===== config.mk =====
export PLATFORM = sky130hd
export DESIGN_NAME = matrix_scan_order_reader_flat
export DESIGN_NICKNAME = d
export VERILOG_FILES = /design/src/sv/msor_pkg.sv /design/src/sv/msor_if.sv /design/src/sv/msor_front.sv /design/src/sv/msor_fifo.sv /design/src/sv/msor_back.sv /design/src/sv/matrix_scan_order_reader.sv /design/src/flat_wrapper.sv
export SDC_FILE = /design/constraint.sdc
export NUM_CORES = 2
export LEC_CHECK = 0
export BUFFER_PORTS_ARGS = -buffer_cell sky130_fd_sc_hd__buf_2
export CAP_MARGIN = 20
export CORE_ASPECT_RATIO = 0.75
export CORE_MARGIN = 2
export CORE_UTILIZATION = 59
export DETAILED_ROUTE_END_ITERATION = 8
export GPL_TIMING_DRIVEN = 0
export PLACE_DENSITY = 0.75
export SLEW_MARGIN = 20
export SYNTH_ARGS = -nofsm -noshare
export SYNTH_HDL_FRONTEND = slang
export SYNTH_SLANG_ARGS = --single-unit

===== constraint.sdc =====
create_clock -name clk_i -period 15.15 [get_ports clk_i]
set_input_delay 0.7575 -clock clk_i [delete_from_list [all_inputs] [get_ports clk_i]]
set_output_delay 0.7575 -clock clk_i [all_outputs]
set_load 0.02 [all_outputs]

===== src/sv/msor_pkg.sv =====
// msor_pkg: shared constants, codes and types of the matrix scan order reader.
// No dependencies; every other file of the block refers to it by scoped names.
package msor_pkg;

  localparam int unsigned MAX_DIM    = 8;
  localparam int unsigned DATA_WIDTH = 32;
  localparam int unsigned DIM_W      = 4;
  localparam int unsigned IDX_W      = 3;
  localparam int unsigned ADDR_W     = 6;
  localparam int unsigned DEPTH      = MAX_DIM * MAX_DIM;
  localparam int unsigned TOTAL_W    = 7;
  localparam int unsigned CFG_IDX_W  = 1;

  localparam logic [1:0] ORD_ROW    = 2'd0;
  localparam logic [1:0] ORD_SNAKE  = 2'd1;
  localparam logic [1:0] ORD_SPIRAL = 2'd2;
  localparam logic [1:0] ORD_NONE   = 2'd3;

  localparam logic REQ_LOAD = 1'b0;
  localparam logic REQ_SCAN = 1'b1;

  localparam logic [CFG_IDX_W-1:0] REG_ROWS = 1'd0;
  localparam logic [CFG_IDX_W-1:0] REG_COLS = 1'd1;

  typedef struct packed {
    logic                         is_scan;
    logic [1:0]                   order;
    logic signed [DATA_WIDTH-1:0] value;
  } cmd_t;

  typedef struct packed {
    logic valid;
    logic ready;
  } hs_t;

endpackage


===== src/sv/msor_if.sv =====
// msor_if: valid/ready channel interfaces for requests, results and register writes.
// Depends on msor_pkg for field widths.
interface msor_req_if;
  logic                                  valid;
  logic                                  ready;
  logic                                  req_type;
  logic signed [msor_pkg::DATA_WIDTH-1:0] element_value;
  logic [1:0]                            scan_order;
  modport source (output valid, req_type, element_value, scan_order, input ready);
  modport sink (input valid, req_type, element_value, scan_order, output ready);
endinterface

interface msor_res_if;
  logic                                  valid;
  logic                                  ready;
  logic signed [msor_pkg::DATA_WIDTH-1:0] out_value;
  logic [msor_pkg::IDX_W-1:0]            row_index;
  logic [msor_pkg::IDX_W-1:0]            col_index;
  logic                                  last_of_scan;
  modport source (output valid, out_value, row_index, col_index, last_of_scan, input ready);
  modport sink (input valid, out_value, row_index, col_index, last_of_scan, output ready);
endinterface

interface msor_cfg_if;
  logic                              valid;
  logic                              ready;
  logic [msor_pkg::CFG_IDX_W-1:0]    index;
  logic [msor_pkg::DIM_W-1:0]        data;
  modport source (output valid, index, data, input ready);
  modport sink (input valid, index, data, output ready);
endinterface


===== src/sv/msor_front.sv =====
// msor_front: accepts request transactions and turns them into back-end commands.
// Depends on msor_pkg and msor_if; scans of an unknown order are consumed and dropped.
module msor_front (
  msor_req_if.sink          req,
  output msor_pkg::cmd_t    cmd_o,
  output logic              push_valid_o,
  input  logic              push_ready_i
);

  logic drop;

  assign drop         = (req.req_type == msor_pkg::REQ_SCAN) &&
                        (req.scan_order == msor_pkg::ORD_NONE);
  assign req.ready    = push_ready_i;
  assign push_valid_o = req.valid && !drop;

  assign cmd_o.is_scan = (req.req_type == msor_pkg::REQ_SCAN);
  assign cmd_o.order   = req.scan_order;
  assign cmd_o.value   = req.element_value;

endmodule


===== src/sv/msor_fifo.sv =====
// msor_fifo: two-entry command queue between front and back.
// Depends on msor_pkg for the command type.
module msor_fifo (
  input  logic             clk_i,
  input  logic             rst_ni,
  input  msor_pkg::cmd_t   push_cmd_i,
  input  logic             push_valid_i,
  output logic             push_ready_o,
  output msor_pkg::cmd_t   pop_cmd_o,
  output msor_pkg::hs_t    pop_hs_o,
  input  logic             pop_ready_i
);

  msor_pkg::cmd_t slot_q [2];
  logic           wr_ptr_q, wr_ptr_d;
  logic           rd_ptr_q, rd_ptr_d;
  logic [1:0]     cnt_q, cnt_d;
  logic           do_push, do_pop;

  assign push_ready_o   = (cnt_q != 2'd2);
  assign pop_hs_o.valid = (cnt_q != 2'd0);
  assign pop_hs_o.ready = pop_ready_i;
  assign pop_cmd_o      = slot_q[rd_ptr_q];

  assign do_push = push_valid_i && push_ready_o;
  assign do_pop  = pop_hs_o.valid && pop_ready_i;

  always_comb begin
    wr_ptr_d = do_push ? ~wr_ptr_q : wr_ptr_q;
    rd_ptr_d = do_pop ? ~rd_ptr_q : rd_ptr_q;
    cnt_d    = cnt_q;
    if (do_push && !do_pop) begin
      cnt_d = cnt_q + 2'd1;
    end else if (do_pop && !do_push) begin
      cnt_d = cnt_q - 2'd1;
    end
  end

  always_ff @(posedge clk_i or negedge rst_ni) begin
    if (!rst_ni) begin
      wr_ptr_q <= 1'b0;
      rd_ptr_q <= 1'b0;
      cnt_q    <= 2'd0;
    end else begin
      wr_ptr_q <= wr_ptr_d;
      rd_ptr_q <= rd_ptr_d;
      cnt_q    <= cnt_d;
    end
  end

  always_ff @(posedge clk_i) begin
    if (do_push) begin
      slot_q[wr_ptr_q] <= push_cmd_i;
    end
  end

endmodule


===== src/sv/msor_back.sv =====
// msor_back: matrix store, load pointer and scan sequencer with the result register.
// Depends on msor_pkg, msor_if; takes commands from msor_fifo.
module msor_back (
  input  logic                         clk_i,
  input  logic                         rst_ni,
  input  logic [msor_pkg::DIM_W-1:0]   rows_i,
  input  logic [msor_pkg::DIM_W-1:0]   cols_i,
  input  msor_pkg::cmd_t               cmd_i,
  input  msor_pkg::hs_t                cmd_hs_i,
  output logic                         cmd_ready_o,
  msor_res_if.source                   res
);

  localparam logic ST_IDLE = 1'b0;
  localparam logic ST_SCAN = 1'b1;

  localparam logic [1:0] DIR_RIGHT = 2'd0;
  localparam logic [1:0] DIR_DOWN  = 2'd1;
  localparam logic [1:0] DIR_LEFT  = 2'd2;
  localparam logic [1:0] DIR_UP    = 2'd3;

  logic signed [msor_pkg::DATA_WIDTH-1:0] mem_q [msor_pkg::DEPTH];

  logic                              st_q, st_d;
  logic [1:0]                        order_q, order_d;
  logic [1:0]                        dir_q, dir_d;
  logic [msor_pkg::IDX_W-1:0]        r_q, r_d, c_q, c_d;
  logic [msor_pkg::IDX_W-1:0]        top_q, top_d, bot_q, bot_d;
  logic [msor_pkg::IDX_W-1:0]        left_q, left_d, right_q, right_d;
  logic [msor_pkg::ADDR_W-1:0]       cnt_q, cnt_d;
  logic [msor_pkg::ADDR_W-1:0]       pos_q, pos_d;

  logic                              out_valid_q, out_valid_d;
  logic signed [msor_pkg::DATA_WIDTH-1:0] out_value_q;
  logic [msor_pkg::IDX_W-1:0]        out_row_q, out_col_q;
  logic                              out_last_q;

  logic [msor_pkg::TOTAL_W-1:0]      total;
  logic [msor_pkg::ADDR_W-1:0]       total_m1;
  logic [msor_pkg::IDX_W-1:0]        rows_m1, cols_m1;
  logic [msor_pkg::TOTAL_W-1:0]      rd_addr_full;
  logic [msor_pkg::ADDR_W-1:0]       rd_addr;
  logic [msor_pkg::ADDR_W-1:0]       wr_pos;
  logic [msor_pkg::TOTAL_W-1:0]      wr_next;
  logic                              take_cmd, do_load, slot_free, emit, is_last;

  assign total    = msor_pkg::TOTAL_W'(rows_i) * msor_pkg::TOTAL_W'(cols_i);
  assign total_m1 = msor_pkg::ADDR_W'(total - msor_pkg::TOTAL_W'(1));
  assign rows_m1  = msor_pkg::IDX_W'(rows_i - msor_pkg::DIM_W'(1));
  assign cols_m1  = msor_pkg::IDX_W'(cols_i - msor_pkg::DIM_W'(1));

  assign cmd_ready_o = (st_q == ST_IDLE);
  assign take_cmd    = cmd_hs_i.valid && cmd_hs_i.ready;
  assign do_load     = take_cmd && !cmd_i.is_scan;

  assign slot_free = !out_valid_q || res.ready;
  assign emit      = (st_q == ST_SCAN) && slot_free;
  assign is_last   = (cnt_q == total_m1);

  assign rd_addr_full = msor_pkg::TOTAL_W'(r_q) * msor_pkg::TOTAL_W'(cols_i) +
                        msor_pkg::TOTAL_W'(c_q);
  assign rd_addr      = rd_addr_full[msor_pkg::ADDR_W-1:0];

  // load pointer restarts if a shape change left it outside the matrix
  assign wr_pos  = (msor_pkg::TOTAL_W'(pos_q) >= total) ? '0 : pos_q;
  assign wr_next = msor_pkg::TOTAL_W'(wr_pos) + msor_pkg::TOTAL_W'(1);

  always_comb begin
    pos_d = pos_q;
    if (do_load) begin
      pos_d = (wr_next >= total) ? '0 : wr_next[msor_pkg::ADDR_W-1:0];
    end
  end

  always_comb begin
    st_d    = st_q;
    order_d = order_q;
    dir_d   = dir_q;
    r_d     = r_q;
    c_d     = c_q;
    top_d   = top_q;
    bot_d   = bot_q;
    left_d  = left_q;
    right_d = right_q;
    cnt_d   = cnt_q;
    if (take_cmd && cmd_i.is_scan) begin
      st_d    = ST_SCAN;
      order_d = cmd_i.order;
      dir_d   = DIR_RIGHT;
      r_d     = '0;
      c_d     = '0;
      top_d   = '0;
      bot_d   = rows_m1;
      left_d  = '0;
      right_d = cols_m1;
      cnt_d   = '0;
    end else if (emit) begin
      cnt_d = cnt_q + msor_pkg::ADDR_W'(1);
      if (is_last) begin
        st_d = ST_IDLE;
      end
      case (order_q)
        msor_pkg::ORD_ROW: begin
          if (c_q == cols_m1) begin
            c_d = '0;
            r_d = r_q + msor_pkg::IDX_W'(1);
          end else begin
            c_d = c_q + msor_pkg::IDX_W'(1);
          end
        end
        msor_pkg::ORD_SNAKE: begin
          if (!c_q[0]) begin
            if (r_q == rows_m1) c_d = c_q + msor_pkg::IDX_W'(1);
            else r_d = r_q + msor_pkg::IDX_W'(1);
          end else begin
            if (r_q == '0) c_d = c_q + msor_pkg::IDX_W'(1);
            else r_d = r_q - msor_pkg::IDX_W'(1);
          end
        end
        default: begin
          case (dir_q)
            DIR_RIGHT: begin
              if (c_q != right_q) begin
                c_d = c_q + msor_pkg::IDX_W'(1);
              end else begin
                top_d = top_q + msor_pkg::IDX_W'(1);
                r_d   = r_q + msor_pkg::IDX_W'(1);
                dir_d = DIR_DOWN;
              end
            end
            DIR_DOWN: begin
              if (r_q != bot_q) begin
                r_d = r_q + msor_pkg::IDX_W'(1);
              end else begin
                right_d = right_q - msor_pkg::IDX_W'(1);
                c_d     = c_q - msor_pkg::IDX_W'(1);
                dir_d   = DIR_LEFT;
              end
            end
            DIR_LEFT: begin
              if (c_q != left_q) begin
                c_d = c_q - msor_pkg::IDX_W'(1);
              end else begin
                bot_d = bot_q - msor_pkg::IDX_W'(1);
                r_d   = r_q - msor_pkg::IDX_W'(1);
                dir_d = DIR_UP;
              end
            end
            default: begin
              if (r_q != top_q) begin
                r_d = r_q - msor_pkg::IDX_W'(1);
              end else begin
                left_d = left_q + msor_pkg::IDX_W'(1);
                c_d    = c_q + msor_pkg::IDX_W'(1);
                dir_d  = DIR_RIGHT;
              end
            end
          endcase
        end
      endcase
    end
  end

  always_comb begin
    out_valid_d = out_valid_q;
    if (emit) begin
      out_valid_d = 1'b1;
    end else if (res.ready) begin
      out_valid_d = 1'b0;
    end
  end

  always_ff @(posedge clk_i or negedge rst_ni) begin
    if (!rst_ni) begin
      st_q        <= ST_IDLE;
      pos_q       <= '0;
      out_valid_q <= 1'b0;
    end else begin
      st_q        <= st_d;
      pos_q       <= pos_d;
      out_valid_q <= out_valid_d;
    end
  end

  always_ff @(posedge clk_i) begin
    order_q <= order_d;
    dir_q   <= dir_d;
    r_q     <= r_d;
    c_q     <= c_d;
    top_q   <= top_d;
    bot_q   <= bot_d;
    left_q  <= left_d;
    right_q <= right_d;
    cnt_q   <= cnt_d;
  end

  always_ff @(posedge clk_i) begin
    if (do_load) begin
      mem_q[wr_pos] <= cmd_i.value;
    end
  end

  // registered memory read doubles as the result register
  always_ff @(posedge clk_i) begin
    if (emit) begin
      out_value_q <= mem_q[rd_addr];
      out_row_q   <= r_q;
      out_col_q   <= c_q;
      out_last_q  <= is_last;
    end
  end

  assign res.valid        = out_valid_q;
  assign res.out_value    = out_value_q;
  assign res.row_index    = out_row_q;
  assign res.col_index    = out_col_q;
  assign res.last_of_scan = out_last_q;

endmodule


===== src/sv/matrix_scan_order_reader.sv =====
// matrix_scan_order_reader: top level; holds the shape registers and joins front, queue, back.
// Depends on msor_pkg, msor_if, msor_front, msor_fifo, msor_back.
//
//   channel  dir  handshake     payload
//   req_i    in   valid/ready   req_type, element_value, scan_order
//   res_o    out  valid/ready   out_value, row_index, col_index, last_of_scan
//   cfg_i    in   valid/ready   index (0 rows, 1 cols), data
//
// Loads are written in the back end while it is idle; the front keeps accepting
// while the two-entry queue has room. A scan occupies the back end until its last
// result, one result a cycle while results are taken, paced by the single memory read port.
// Reset clears the load pointer, queue and sequencer; the store holds garbage.
// A stalled result holds the sequencer; requests then queue up to two deep.
module matrix_scan_order_reader (
  input  logic        clk_i,
  input  logic        rst_ni,
  msor_req_if.sink    req_i,
  msor_res_if.source  res_o,
  msor_cfg_if.sink    cfg_i
);

  logic [msor_pkg::DIM_W-1:0] rows_q, cols_q;
  logic [msor_pkg::DIM_W-1:0] rows_eff, cols_eff;

  msor_pkg::cmd_t push_cmd, pop_cmd;
  logic           push_valid, push_ready, pop_ready;
  msor_pkg::hs_t  pop_hs;

  assign cfg_i.ready = 1'b1;

  always_ff @(posedge clk_i or negedge rst_ni) begin
    if (!rst_ni) begin
      rows_q <= msor_pkg::DIM_W'(msor_pkg::MAX_DIM);
      cols_q <= msor_pkg::DIM_W'(msor_pkg::MAX_DIM);
    end else if (cfg_i.valid) begin
      case (cfg_i.index)
        msor_pkg::REG_ROWS: rows_q <= cfg_i.data;
        msor_pkg::REG_COLS: cols_q <= cfg_i.data;
        default: ;
      endcase
    end
  end

  always_comb begin
    rows_eff = rows_q;
    cols_eff = cols_q;
    if (rows_q == '0) rows_eff = msor_pkg::DIM_W'(1);
    else if (rows_q > msor_pkg::DIM_W'(msor_pkg::MAX_DIM))
      rows_eff = msor_pkg::DIM_W'(msor_pkg::MAX_DIM);
    if (cols_q == '0) cols_eff = msor_pkg::DIM_W'(1);
    else if (cols_q > msor_pkg::DIM_W'(msor_pkg::MAX_DIM))
      cols_eff = msor_pkg::DIM_W'(msor_pkg::MAX_DIM);
  end

  msor_front u_front (
    .req          (req_i),
    .cmd_o        (push_cmd),
    .push_valid_o (push_valid),
    .push_ready_i (push_ready)
  );

  msor_fifo u_fifo (
    .clk_i        (clk_i),
    .rst_ni       (rst_ni),
    .push_cmd_i   (push_cmd),
    .push_valid_i (push_valid),
    .push_ready_o (push_ready),
    .pop_cmd_o    (pop_cmd),
    .pop_hs_o     (pop_hs),
    .pop_ready_i  (pop_ready)
  );

  msor_back u_back (
    .clk_i       (clk_i),
    .rst_ni      (rst_ni),
    .rows_i      (rows_eff),
    .cols_i      (cols_eff),
    .cmd_i       (pop_cmd),
    .cmd_hs_i    (pop_hs),
    .cmd_ready_o (pop_ready),
    .res         (res_o)
  );

endmodule

===== src/flat_wrapper.sv =====
// flat-port wrapper written by rule: the top's interface ports become plain ports
module matrix_scan_order_reader_flat 
  (clk_i, rst_ni, req_i_valid, req_i_req_type, req_i_element_value, req_i_scan_order, req_i_ready, res_o_valid, res_o_out_value, res_o_row_index, res_o_col_index, res_o_last_of_scan, res_o_ready, cfg_i_valid, cfg_i_index, cfg_i_data, cfg_i_ready);
  msor_req_if req_i_i ();
  msor_res_if res_o_i ();
  msor_cfg_if cfg_i_i ();
  input  logic clk_i;
  input  logic rst_ni;
  input wire logic [$bits(req_i_i.valid)-1:0] req_i_valid;
  input wire logic [$bits(req_i_i.req_type)-1:0] req_i_req_type;
  input wire logic [$bits(req_i_i.element_value)-1:0] req_i_element_value;
  input wire logic [$bits(req_i_i.scan_order)-1:0] req_i_scan_order;
  output wire logic [$bits(req_i_i.ready)-1:0] req_i_ready;
  output wire logic [$bits(res_o_i.valid)-1:0] res_o_valid;
  output wire logic [$bits(res_o_i.out_value)-1:0] res_o_out_value;
  output wire logic [$bits(res_o_i.row_index)-1:0] res_o_row_index;
  output wire logic [$bits(res_o_i.col_index)-1:0] res_o_col_index;
  output wire logic [$bits(res_o_i.last_of_scan)-1:0] res_o_last_of_scan;
  input wire logic [$bits(res_o_i.ready)-1:0] res_o_ready;
  input wire logic [$bits(cfg_i_i.valid)-1:0] cfg_i_valid;
  input wire logic [$bits(cfg_i_i.index)-1:0] cfg_i_index;
  input wire logic [$bits(cfg_i_i.data)-1:0] cfg_i_data;
  output wire logic [$bits(cfg_i_i.ready)-1:0] cfg_i_ready;
  assign req_i_i.valid = req_i_valid;
  assign req_i_i.req_type = req_i_req_type;
  assign req_i_i.element_value = req_i_element_value;
  assign req_i_i.scan_order = req_i_scan_order;
  assign req_i_ready = req_i_i.ready;
  assign res_o_valid = res_o_i.valid;
  assign res_o_out_value = res_o_i.out_value;
  assign res_o_row_index = res_o_i.row_index;
  assign res_o_col_index = res_o_i.col_index;
  assign res_o_last_of_scan = res_o_i.last_of_scan;
  assign res_o_i.ready = res_o_ready;
  assign cfg_i_i.valid = cfg_i_valid;
  assign cfg_i_i.index = cfg_i_index;
  assign cfg_i_i.data = cfg_i_data;
  assign cfg_i_ready = cfg_i_i.ready;
  matrix_scan_order_reader u_core (.clk_i(clk_i), .rst_ni(rst_ni), .req_i(req_i_i), .res_o(res_o_i), .cfg_i(cfg_i_i));
endmodule

==> run_results.csv <==
group,metric,value,unit
status,outcome,"finished clean",
setup_path,crit_type,"reg2reg",
power,leakage,31.4,nW
power,ir_drop,0.159,mV
floorplanning,die_area,0.149,mm²
layout,fin_nets,4477,
hold_path,holdCritStartpoint,"req_i_element_value[31]",
setup_path,cp_common_cell,"buf_2",
route,drt_iter0_markers,7506,
setup_path,r2r_start,"u_core.rows_q[2]$_DFFE_PN0P_",
setup_path,crit_chain,"o21ba_2 -> or2_2 -> clkbuf_1 -> nor2_1 -> fa_1 -> fa_1 -> fa_1 -> xnor2_1 -> ha_1 -> a21oi_1 -> o21ai_1 -> a21oi_1 -> nor2_2 -> or2_2 -> buf_2 -> nor4_2 -> buf_2 -> buf_2 -> buf_2 -> buf_2 -> buf_2 -> buf_2",
synth,ys_ff_latch,2205,
cts,htreeDepth,4,
hold_path,hold_path_depth,1,
layout,diodes,0,
floorplanning,core_area,0.145,mm²
setup_path,critPathLaunchType,"flop",
timing,final_hold_viol_count,0,
place,dp_hpwl,137000,µm
setup_path,cp_slowest_cell,"fa_1",
layout,final_cell_mix,"2,165 x edfxtp_1, 545 x mux4_2, 217 x nand2_1",
grt,grt_max_degree,65,
floorplanning,dieWidth,445,µm
route,wl_met3,27200,µm
route,first_pass_iters,6,
synth,synth_top_family_by_area,"multiplexers",
synth,synthCells,3978,
synth,yosysSeqAreaShare,76.4,%
timing,slew_viol_final,0,
route,wl,213000,µm
timing,slew_headroom,24.5,%
cts,cts.path.max_buffers,3,
timing,setup-tns-final,0,ns
cts,cts_sinks,2205,
route,route.vias.total,43500,
synth,yosysWarnings,0,
cts,clk_root_buffer_cell,"clkbuf_16",
synth,synthesis.nets,4081,
grt,antenna_found_initial,2,
synth,synth-compound-area-share,1.65,%
setup_path,r2r_cells,22,
hold_path,worstHoldPathType,"in2reg",
layout,fill_cells,8737,
synth,synth_top_flop_cell,"edfxtp_1",
route,wl_per_cell,33.1,µm
setup_path,rr_endpoint,"u_core.u_back.mem_q[39][9]$_DFFE_PP_",
timing,rsz0062_at_grt,"no",
power,finalPower,22.5,mW
timing,worst_pin_slew,1.13,ns
setup_path,crit_buf_inv,8,
synth,async_reset_ff_share,0.907,%
setup_path,end_kind,"flop",
timing,fin_skew,0.0236,ns
route,wl_met2,97900,µm
timing,min_period,6.74,ns
synth,synth_area_leader_cell,"edfxtp_1",
synth,synth-simple-area-share,3.09,%
layout,drive_gt1_share,28.2,%
setup_path,critPathMaxFanout,10,
power,p_per_area,231,mW/mm²
synth,synthAdderAreaFrac,0.911,%
synth,synth_edf_count,2165,
timing,setup-violations-final,0,
setup_path,critPathTopFamily,"buffers and inverters",
cts,tritoncts,"done",
grt,grt_first_pass_wirelength,305000,µm
synth,syn_area,0.0862,mm²
place,portBuffers,85,
floorplanning,rows,121,
grt,grt_pass1_vias,43200,
synth,avgSynthCellArea,21.7,µm²
cts,insertion_delay,0.84,ns
hold_path,min_delay_worst_endpoint,"u_core.u_fifo.slot_q[1][31]$_DFFE_PP_",
route,top_layer,"met4",
place,dp_cells,6080,
timing,period_share,44.5,%
floorplanning,ios,87,
route,drc,0,
cts,cts_setup_buffers,0,
synth,synthTopCellsByArea,"edfxtp_1 75%, mux4_2 14%, nand2_1 0.94%",
job,max_cap_viol_count,0,
grt,grt_usage,28.9,%
layout,area_growth,13.3,%
route,routed_via_density,6.75,
route,antenna_left,0,
floorplanning,dieHeight,335,µm
setup_path,cp.arrival,7.26,ns
floorplanning,start_util,59.4,%
route,drt-met1-wl,80800,µm
setup_path,slowest_delay,0.52,ns
synth,synthMuxAreaShare,15.8,%
setup_path,rrSetupSlack,8.41,ns
cts,cts.clk_slew.worst_paths,0.07,ns
setup_path,required,15.67,ns
synth,synthDominantCellAreaShare,75.4,%
cts,cts_inserted_buffers,194,
synth,synth_xor_area_share,0.634,%
layout,final_common_cell,"edfxtp_1",
place,place_congestion,0.857,
timing,maxClockFrequency,148,MHz
grt,grt_overflow,0,
synth,yosysUniqueCellTypes,75,
layout,stdcell_count,6436,
## power by group
part           leakage, nW  switching (mW)  internal (mW)  total [mW]
clock                 2.97            2.17           2.69        4.86
combinational         8.54            6.21           3.77        9.97
sequential            19.9          0.0905           7.61        7.70
## per-layer routing
layer | vias to the layer above | GRT usage [%]
met4 | 0 | 9.66
met2 | 3113 | 42.9
met3 | 358 | 7.16
li1 | 17300 | -
met5 | - | 0
met1 | 22600 | 42.7
## Yosys cell counts (37+ instances only)
library cell,count
nand3_1,77
mux2_2,42
buf_4,37
a21oi_1,58
clkbuf_1,71
buf_2,71
nand2_1,217
mux4_2,545
ha_1,50
nor2_1,124
edfxtp_1,2165
a32o_1,45
mux2i_1,64
## per-stage QoR
stage / utilization, % / hold WS, ns / cell area [µm²] / worst slack, ns
CTS: 67.2 / 0.0687 / 97600 / 8.35
detailed placement: 63.0 / 0.408 / 91400 / 8.42
finish: 67.3 / 0.117 / 97700 / 8.41
global placement: 61.3 / 0.415 / 89100 / 3.64
floorplan: - / 0.403 / 86200 / 7.51
global route: 67.3 / 0.0872 / 97700 / 7.88
## worst max-delay path by stage
stage | startpoint | to | depth (start not counted)
global route | u_core.rows_q[2]$_DFFE_PN0P_ | u_core.u_back.pos_q[3]$_DFFE_PN0P_ | 26
detailed placement | u_core.cols_q[2]$_DFFE_PN0P_ | u_core.u_back.res.out_value[4]$_DFFE_PP_ | 17
global placement | u_core.rows_q[2]$_DFFE_PN0P_ | u_core.u_back.mem_q[7][11]$_DFFE_PP_ | 16
CTS | u_core.cols_q[2]$_DFFE_PN0P_ | u_core.u_back.res.out_value[4]$_DFFE_PP_ | 17
floorplan | u_core.rows_q[2]$_DFFE_PN0P_ | u_core.u_back.mem_q[35][0]$_DFFE_PP_ | 16
finish | u_core.rows_q[2]$_DFFE_PN0P_ | u_core.u_back.mem_q[39][9]$_DFFE_PP_ | 22
## flip-flops by register name (all words and copies together), names as in the netlist, 3 cells and up
| signal | flops |
|---|---|
| u_core.u_back.res.out_value | 32 |
| u_core.u_back.pos_q | 6 |
| u_core.u_back.c_q | 3 |
| u_core.cols_q | 4 |
| u_core.u_back.cnt_q | 6 |
| u_core.u_back.top_q | 3 |
| u_core.u_back.r_q | 3 |
| u_core.rows_q | 4 |
| u_core.u_back.right_q | 3 |
| u_core.u_back.left_q | 3 |
| u_core.u_back.res.col_index | 3 |
| u_core.u_fifo.slot_q | 70 |
| u_core.u_back.mem_q | 2048 |
| u_core.u_back.res.row_index | 3 |
| u_core.u_back.bot_q | 3 |
## cells by family after synthesis
group                    Yosys count
buffers and inverters            245
adder cells (fa/ha/maj)           58
AND/OR/NAND/NOR                  556
other                              1
multiplexers                     660
flip-flops                      2205
XOR/XNOR                          57
AO/OA/AOI/OAI                    196
## worst register-to-register path: stages, from the launching register on
cell	delay, ns
dfrtp_1	0.39
o21ba_2	0.25
or2_2	0.27
clkbuf_1	0.18
nor2_1	0.17
fa_1	0.46
fa_1	0.52
fa_1	0.42
xnor2_1	0.48
ha_1	0.36
a21oi_1	0.12
o21ai_1	0.10
a21oi_1	0.19
nor2_2	0.11
or2_2	0.31
buf_2	0.23
nor4_2	0.32
buf_2	0.26
buf_2	0.26
buf_2	0.29
buf_2	0.26
buf_2	0.25
buf_2	0.24
## layout make-up
class	instances	area, µm²	area share (%)
Tap cell	1906	2380	2.44
Multi-Input combinational cell	1528	19600	20.1
Sequential cell	2205	65900	67.5
Clock buffer	254	5200	5.32
Clock inverter	98	960	0.982
Inverter	36	135	0.138
Buffer	209	1150	1.18
Timing Repair Buffer	200	2340	2.39
## what timing repair did
item / 4_1_cts / 5_1_grt
gates resized for setup: 0 / 0
hold buffers: 1 / 0
endpoints found under the setup margin: 0 / 0
hold endpoints to repair: 18 / 0
Power figures use the tool's default switching activity.
